## config.mk

```make
export PLATFORM = sky130hd
export DESIGN_NAME = bats_filter
export DESIGN_NICKNAME = d
export VERILOG_FILES = /design/src/rtl/bats_pkg.sv /design/src/rtl/bats_filter.sv
export SDC_FILE = /design/constraint.sdc
export NUM_CORES = 2
export LEC_CHECK = 0
export BUFFER_PORTS_ARGS = -buffer_cell sky130_fd_sc_hd__buf_2
export CAP_MARGIN = 20
export CELL_PAD_IN_SITES_DETAIL_PLACEMENT = 0
export CELL_PAD_IN_SITES_GLOBAL_PLACEMENT = 2
export CORE_MARGIN = 2
export CORE_UTILIZATION = 35
export DETAILED_ROUTE_END_ITERATION = 7
export PLACE_DENSITY = 0.83
export SLEW_MARGIN = 20
export SYNTH_ARGS = -nofsm -noshare
export SYNTH_HDL_FRONTEND = slang
export SYNTH_SLANG_ARGS = --single-unit
```

## constraint.sdc

```tcl
create_clock -name clk_i -period 7.7 [get_ports clk_i]
set_input_delay 1.54 -clock clk_i [delete_from_list [all_inputs] [get_ports clk_i]]
set_output_delay 1.54 -clock clk_i [all_outputs]
set_load 0.05 [all_outputs]
```

## src/rtl/bats_pkg.sv

```systemverilog
// Shared types and constants of the bilinear alpha texture sampler.
`timescale 1ns / 1ps

package bats_pkg;

  // Fixed port widths
  localparam int CFG_IDX_W   = 4;
  localparam int CFG_DATA_W  = 16;
  localparam int DIM_CFG_W   = 9;
  localparam int TEX_IDX_W   = 16;
  localparam int TEX_VAL_W   = 16;
  localparam int COORD_W     = 19;
  localparam int ALPHA_W     = 16;

  // Item modes
  localparam logic MODE_WRITE  = 1'b0;
  localparam logic MODE_SAMPLE = 1'b1;

  // Configuration register indexes
  localparam logic [CFG_IDX_W-1:0] CFG_MAP_PRESENT  = 4'd0;
  localparam logic [CFG_IDX_W-1:0] CFG_TEX_WIDTH    = 4'd1;
  localparam logic [CFG_IDX_W-1:0] CFG_TEX_HEIGHT   = 4'd2;
  localparam logic [CFG_IDX_W-1:0] CFG_OBJECT_ALPHA = 4'd3;

  // Control bits that travel with a word from the address stages to the store
  typedef struct packed {
    logic valid;
    logic sample;
    logic wr_ok;
  } bats_tag_t;

endpackage

```

## src/rtl/bats_filter.sv

```systemverilog
// Bilinear blend of four texels and output register (four stages).
`timescale 1ns / 1ps

module bats_filter #(
  parameter int TEXEL_BITS = 16,
  parameter int FRAC_BITS  = 16
) (
  input  logic                          clk_i,
  input  logic                          rst_ni,
  input  logic                          in_valid_i,
  output logic                          in_ready_o,
  input  logic [TEXEL_BITS-1:0]         t00_i,
  input  logic [TEXEL_BITS-1:0]         t01_i,
  input  logic [TEXEL_BITS-1:0]         t10_i,
  input  logic [TEXEL_BITS-1:0]         t11_i,
  input  logic [FRAC_BITS-1:0]          fx_i,
  input  logic [FRAC_BITS-1:0]          fy_i,
  input  logic                          map_present_i,
  input  logic [bats_pkg::ALPHA_W-1:0]  object_alpha_i,
  output logic                          out_valid_o,
  input  logic                          out_stall_i,
  output logic [bats_pkg::ALPHA_W-1:0]  alpha_o
);

  import bats_pkg::*;

  localparam int F  = FRAC_BITS;
  localparam int TB = TEXEL_BITS;
  localparam int HW = F + 1 + TB;
  localparam logic [F:0]  ONE_W  = {1'b1, {F{1'b0}}};
  localparam logic [HW:0] HALF_S = {{HW{1'b0}}, 1'b1} << (F - 1);

  logic en4;
  logic en5;
  logic en6;
  logic en7;
  logic v4_q;
  logic v5_q;
  logic v6_q;
  logic v7_q;

  // Stage 4: horizontal weight products
  logic [F:0]    wx0;
  logic [HW-1:0] h00_d;
  logic [HW-1:0] h01_d;
  logic [HW-1:0] h10_d;
  logic [HW-1:0] h11_d;
  logic [HW-1:0] h00_q;
  logic [HW-1:0] h01_q;
  logic [HW-1:0] h10_q;
  logic [HW-1:0] h11_q;
  logic [F-1:0]  fy4_q;

  assign wx0   = ONE_W - {1'b0, fx_i};
  assign h00_d = HW'(wx0) * HW'(t00_i);
  assign h01_d = HW'(fx_i) * HW'(t01_i);
  assign h10_d = HW'(wx0) * HW'(t10_i);
  assign h11_d = HW'(fx_i) * HW'(t11_i);

  // Stage 5: round the two row blends
  logic [HW:0]   s1;
  logic [HW:0]   s2;
  logic [TB-1:0] r1_q;
  logic [TB-1:0] r2_q;
  logic [F-1:0]  fy5_q;

  assign s1 = {1'b0, h00_q} + {1'b0, h01_q} + HALF_S;
  assign s2 = {1'b0, h10_q} + {1'b0, h11_q} + HALF_S;

  // Stage 6: vertical weight products
  logic [F:0]    wy0;
  logic [HW-1:0] q0_d;
  logic [HW-1:0] q1_d;
  logic [HW-1:0] q0_q;
  logic [HW-1:0] q1_q;

  assign wy0  = ONE_W - {1'b0, fy5_q};
  assign q0_d = HW'(wy0) * HW'(r1_q);
  assign q1_d = HW'(fy5_q) * HW'(r2_q);

  // Stage 7: round, saturate, pick object alpha when no map
  logic [HW:0]        sv;
  logic [TB-1:0]      res;
  logic [31:0]        res32;
  logic [ALPHA_W-1:0] sat;
  logic [ALPHA_W-1:0] alpha_d;
  logic [ALPHA_W-1:0] alpha7_q;

  assign sv      = {1'b0, q0_q} + {1'b0, q1_q} + HALF_S;
  assign res     = sv[F +: TB];
  assign res32   = 32'(res);
  assign sat     = (res32 > 32'd65535) ? {ALPHA_W{1'b1}} : res32[ALPHA_W-1:0];
  assign alpha_d = map_present_i ? sat : object_alpha_i;

  // Advance each stage when empty or when its word moves on
  assign en7 = !v7_q || !out_stall_i;
  assign en6 = !v6_q || en7;
  assign en5 = !v5_q || en6;
  assign en4 = !v4_q || en5;
  assign in_ready_o = en4;

  always_ff @(posedge clk_i or negedge rst_ni) begin
    if (!rst_ni) begin
      v4_q <= 1'b0;
      v5_q <= 1'b0;
      v6_q <= 1'b0;
      v7_q <= 1'b0;
    end else begin
      if (en4) begin
        v4_q <= in_valid_i;
      end
      if (en5) begin
        v5_q <= v4_q;
      end
      if (en6) begin
        v6_q <= v5_q;
      end
      if (en7) begin
        v7_q <= v6_q;
      end
    end
  end

  always_ff @(posedge clk_i) begin
    if (en4) begin
      h00_q <= h00_d;
      h01_q <= h01_d;
      h10_q <= h10_d;
      h11_q <= h11_d;
      fy4_q <= fy_i;
    end
    if (en5) begin
      r1_q  <= s1[F +: TB];
      r2_q  <= s2[F +: TB];
      fy5_q <= fy4_q;
    end
    if (en6) begin
      q0_q <= q0_d;
      q1_q <= q1_d;
    end
    if (en7) begin
      alpha7_q <= alpha_d;
    end
  end

  assign out_valid_o = v7_q;
  assign alpha_o     = alpha7_q;

endmodule

```

Word level (Yosys, flattened, before mapping)
Index checks and enable logic that the tools add are counted.
W data, S select, Z words.
{ "totals": {"ff_bits": 276, "in_bits": 117, "out_inout_bits": 18, "word_cells": 41} }
{ "classes": {"n_addsub": 8, "mul": 6, "n_lt_le_gt_ge": 1, "n_mux": 2, "n_reduce_logical": 9} }
{ "ops": {"columns": ["op", "n"], "rows": [
  ["$add A32 B16 Y32 const B", 3],
  ["$add A32 B32 Y32", 3],
  ["$mul A16 B16 Y32", 3],
  ["$mul A17 B16 Y32", 3],
  ["$sub A17 B16 Y17 const A", 2],
  ["$mux W16", 2],
  ["$gt A16 B16 Y1 const B", 1],
  ["$logic_not A1 Y1", 5],
  ["$logic_or A1 B1 Y1", 4]
]} }

Longest topological paths before layout
{ "logic_depth": {"word_depth": 5, "mapped_depth": 31} }

Worst setup path before layout
No wires, ideal clock.
{ "synth_timing": {"path_type": "input port to flip-flop", "start": "in fx_i[7]", "end": "reg h10_q[30] (data pin)", "setup_time_ps": 195, "arrival_time_ps": 8346, "setup_slack_ps": -841, "cell_stages": 26, "path_cell_list": "clkbuf_1 > or4_1 > nor4_1 > nand2b_1 > nor3_1 > xnor2_1 > clkbuf_1 > nand2_1 > fa_1 > fa_1 > inv_1 > fa_1 > fa_1 > fa_1 > inv_1 > fa_1 > inv_1 > ha_1 > and3_1 > nand2_1 > o21ai_0 > a21oi_1 > o41a_1 > o211ai_1 > nand2_1 > o311ai_0"} }
{ "synth_between": {"elab_chain_cells": 2} }
{ "synth_rtl": {"columns": ["element", "line", "source"], "rows": [
  ["start, declared", "bats_filter.sv:16", "input logic [FRAC_BITS-1:0] fx_i,"],
  ["$sub A17 B16 Y17", "bats_filter.sv:54", "assign wx0 = ONE_W - {1'b0, fx_i};"],
  ["$mul A17 B16 Y32", "bats_filter.sv:57", "assign h10_d = HW'(wx0) * HW'(t10_i);"],
  ["named net h10_d[30]", "bats_filter.sv:46", "logic [HW-1:0] h10_d;"],
  ["end signal, assigned", "bats_filter.sv:128", "h10_q <= h10_d;"],
  ["end, declared", "bats_filter.sv:50", "logic [HW-1:0] h10_q;"]
]} }
The timed path passes the listed nets, and every way through them passes these cells.
A chain may end at the register's enable or synchronous reset.

Final worst setup path
{ "layout_timing": {"start": "in fx_i[7]", "end": "reg h00_q[28] (data pin)"} }
{ "layout_between": {"elab_chain_cells": 2} }
{ "layout_rtl": {"columns": ["element", "line", "source"], "rows": [
  ["$sub A17 B16 Y17", "bats_filter.sv:54", null],
  ["$mul A17 B16 Y32", "bats_filter.sv:55", "assign h00_d = HW'(wx0) * HW'(t00_i);"],
  ["named net h00_d[28]", "bats_filter.sv:44", "logic [HW-1:0] h00_d;"],
  ["end signal, assigned", "bats_filter.sv:126", "h00_q <= h00_d;"],
  ["end, declared", "bats_filter.sv:48", "logic [HW-1:0] h00_q;"]
]} }
The timed path passes the listed nets, and every way through them passes these cells.

==> results.txt <==
----------------------------------------------------
[Outcome]
  Status ... finished, violations left
  Failing checks ... negative setup slack

[STA]
  Final critical-path setup slack ... -202 ps
  Timing-limited maximum frequency ... 0.127 GHz
  Worst-Margin Slew ... 980 ps
  Relative slew slack ... 0.347
  Share of the cycle needed by the critical path after routing ... 1.03
  Worst setup skew after layout ... 32.7 ps
  Hold Fails Final Rpt ... 0
  Hold slack ... 420 ps
  Accumulated negative setup slack ... -1610 ps
  Final min period ... 7900 ps
  Final number of max-transition violations ... 0
  Setup Viol. Count Final ... 17
  Setup repair after global routing missed its margin ... true

[Worst setup path]
  Arr. time, crit path ... 8200 ps
  Most common cell on crit path ... sky130_fd_sc_hd__fa_1
  Required time at the worst-slack endpoint ... 8000 ps
  Slowest CP cell ... sky130_fd_sc_hd__or4_4
  Critical path startpoint category ... input port
  Class of the most critical setup path ... input port to flop
  Worst Setup End Kind ... flop
  Reg2Reg Setup Slack ... 420 ps
  Peak fanout along the critical path ... 7
  Largest stage delay on the critical path ... 600 ps
  Capture point of the worst reg-to-reg path ... q0_q[30]
  Number of cells on the worst reg-to-reg path ... 27
  RR Startpoint ... fy5_q[0]

[Placement]
  Count of placed standard cells including taps ... 9,726
  RePlAce Congestion ... 0.873
  Detail Placement HPWL ... 150,000 microns
  Port Buffers ... 134

[Yosys]
  Post-synth EDFFs ... 272
  Share of flip-flops with an asynchronous set or reset ... 0.0145
  Average cell area after synthesis ... 9.38 sq um
  Fraction of the yosys area taken by sequential cells ... 0.128
  Number of warning messages in the yosys log ... 0
  Net count of the mapped netlist ... 9,022
  Cell area after synthesis ... 64,800 sq um
  Synth unique cells ... 77
  Number of flip-flops and latches in the synthesized netlist ... 276
  Main synth FF type ... sky130_fd_sc_hd__edfxtp_1
  Cells after synthesis ... 6,908

[Hold path]
  Instance count along the most critical hold path ... 0
  Hold Startpoint ... fy4_q[0]
  Worst hold-check path type ... flop to flop
  End of the worst hold path ... fy5_q[0]

[Routing]
  Length of routed met3 wiring ... 6480 microns
  Sum of routed wire length over all layers ... 179,000 microns
  Met2 WL ... 88,300 microns
  Overall via count from detail_route ... 47,500
  Drc violations ... 0
  Highest routing layer actually used ... met5
  Final routed wire length divided by cell count ... 18.2 microns
  Number of optimization iterations in the first detailed-route pass ... 5
  Wire length the detailed router placed on met1 ... 80,900 microns
  Drt initial violations ... 2,174
  Routed via count divided by cell count ... 4.82
  DRT antenna net count ... 0

[Clocking]
  Number of buffers on the longest clock path ... 3
  Clock-pin transition on the worst setup and hold timing paths ... 70 ps
  Clock Latency Late Sink ... 560 ps
  Number of H-tree branching levels ... 2
  Number of sinks handled by clock tree synthesis ... 276
  Clock root cell ... sky130_fd_sc_hd__clkbuf_16
  Clock tree from TritonCTS ... built
  Cts bufs inserted ... 34

[Finish]
  Fraction of final layout cells sized beyond drive strength 1 ... 0.131
  Layout-stage area growth over the synthesis result ... 14.8%
  Final-stage net count ... 9,459
  Final core occ ... 0.406
  Area of all sequential standard cells ... 8270 sq um
  Finished Layout Cells ... 9,838
  Number of fill cells in the layout ... 18,300
  Area used by multi-input combinational logic ... 51,000 sq um

[GRT]
  Global-route wire length before repair ... 288,000 microns
  Maximum number of pins on one net before global-route repair ... 66
  Total GRT Usage ... 0.194
  Initial antenna violation count ... 11
  Global route total overflow ... 0
  Vias in the first global route ... 51,500

[Floorplanning]
  Initial core utilization ... 0.353
  Die H ... 434 microns
  Chip width ... 434 microns
  Die outline area ... 189,000 sq um
  Count of boundary I/O pins ... 135
  Std-Cell Core Area ... 183,000 sq um
  Cell row count ... 157

[Job]
  Max-cap violations ... 0

----------------------------------------------------
==> cells in the mapped netlist (all sizes together), types with 9 or more instances <==
cell / number / area, sq um
a211o: 14 / 123
a211oi: 21 / 158
a21boi: 14 / 105
a21o: 91 / 688
a21oi: 152 / 761
a221oi: 10 / 93.8
a31oi: 18 / 119
and2: 646 / 4040
and3: 47 / 297
buf: 19 / 75.1
clkbuf: 264 / 991
edfxtp: 272 / 8170
fa: 1203 / 24100
ha: 794 / 9930
inv: 1494 / 5610
mux2: 14 / 158
nand2: 1029 / 3860
nand2b: 29 / 181
nand3: 39 / 195
nand4: 15 / 93.8
nor2: 125 / 469
nor2b: 26 / 163
nor3: 44 / 220
nor4: 11 / 83.8
o211ai: 12 / 90.1
o21a: 33 / 248
o21ai: 91 / 455
o21bai: 13 / 97.6
o31ai: 9 / 72.6
or3: 18 / 113
or4: 9 / 67.6
xnor2: 158 / 1380
xor2: 71 / 622
==> worst max path at each step <==
| stage | startpoint | to | slack [ps] | cells after the start |
|---|---|---|---|---|
| after floorplan | fx_i[6] | h00_q[31] | -440 | 27 |
| after global placement | fx_i[3] | h00_q[31] | -760 | 27 |
| after detailed placement | fx_i[3] | h00_q[31] | -930 | 27 |
| after CTS | fx_i[2] | h00_q[31] | -120 | 28 |
| after global routing | fx_i[3] | h00_q[31] | -380 | 29 |
| final | fx_i[7] | h00_q[28] | -200 | 29 |
==> cells by family after synthesis <==
family	Yosys count	synth area share
xor gates and xnor gates	229	0.0309
DFF	276	0.128
AOI/OAI and AO/OA	542	0.0558
and+or+nand+nor	2067	0.154
buffers and inverters	1778	0.103
muxes	19	0.00320
adders and majority gates	1997	0.525
==> state kept, by name, summed over array words and instances (netlist names) <==
register,count
alpha_o,16
fy4_q,16
fy5_q,16
h00_q,32
h01_q,32
h10_q,32
h11_q,32
out_valid_o,1
q0_q,32
q1_q,32
r1_q,16
r2_q,16
v4_q,1
v5_q,1
v6_q,1
==> worst max-delay path: cells and delay by family <==
family	cells	cell delay (ps)
fa+ha+maj	7	3160
compound gates	7	1220
simple gates	4	1160
buf+inv	9	890
xor+xnor	2	220
==> cell type report <==
type | count | share of cell area
Antenna cell | 5 | 0.000168
Clock buffer | 36 | 0.0115
Clock inverter | 24 | 0.00306
Inverter | 1494 | 0.0754
Multi-Input combinational cell | 4855 | 0.685
Sequential cell | 276 | 0.111
Tap cell | 2464 | 0.0414
Timing Repair Buffer | 684 | 0.0720
==> metal layers <==
layer,global-route usage,vias to the layer above
met5,0,-
met4,0.0356,6
met3,0.0134,178
met2,0.341,965
met1,0.265,24300
li1,-,22000
==> per-stage QoR <==
stage                     worst slack (ps)  area (sq um)
final                                 -202         74400
after global routing                  -382         74400
after CTS                             -115         73600
after detailed placement              -930         72000
after global placement                -759         72000
after floorplan                       -437         65300
==> cell usage in the layout, fill, tap and decap left out, types with 17 or more instances in the layout <==
master,instances
sky130_fd_sc_hd__a21o_1,87
sky130_fd_sc_hd__edfxtp_1,272
sky130_fd_sc_hd__xnor2_1,141
sky130_fd_sc_hd__o21a_1,32
sky130_fd_sc_hd__nor2b_1,22
sky130_fd_sc_hd__nor3_1,38
sky130_fd_sc_hd__fa_1,1193
sky130_fd_sc_hd__ha_1,776
sky130_fd_sc_hd__o21ai_0,73
sky130_fd_sc_hd__nand2_1,1012
sky130_fd_sc_hd__clkbuf_16,34
sky130_fd_sc_hd__buf_12,26
sky130_fd_sc_hd__buf_2,129
sky130_fd_sc_hd__nand2b_1,28
sky130_fd_sc_hd__buf_4,488
sky130_fd_sc_hd__a211oi_1,18
sky130_fd_sc_hd__and2_1,632
sky130_fd_sc_hd__buf_6,35
sky130_fd_sc_hd__and3_1,43
sky130_fd_sc_hd__a21oi_2,17
sky130_fd_sc_hd__xor2_1,69
sky130_fd_sc_hd__inv_2,18
sky130_fd_sc_hd__nor2_1,116
sky130_fd_sc_hd__a21oi_1,132
sky130_fd_sc_hd__nand3_1,34
sky130_fd_sc_hd__inv_1,1474
==> timing repair <==
action / 4_1_cts / 5_1_grt
resized for setup: 72 / 146
gates cloned: 3 / 2
hold buffers: 0 / 0
endpoints found under the setup margin: 28 / 50
pin swaps: 36 / 70
setup buffers: 16 / 30
Power is not shown: default switching activity piles up to over one toggle a cycle in this logic, so the estimate is an artifact.
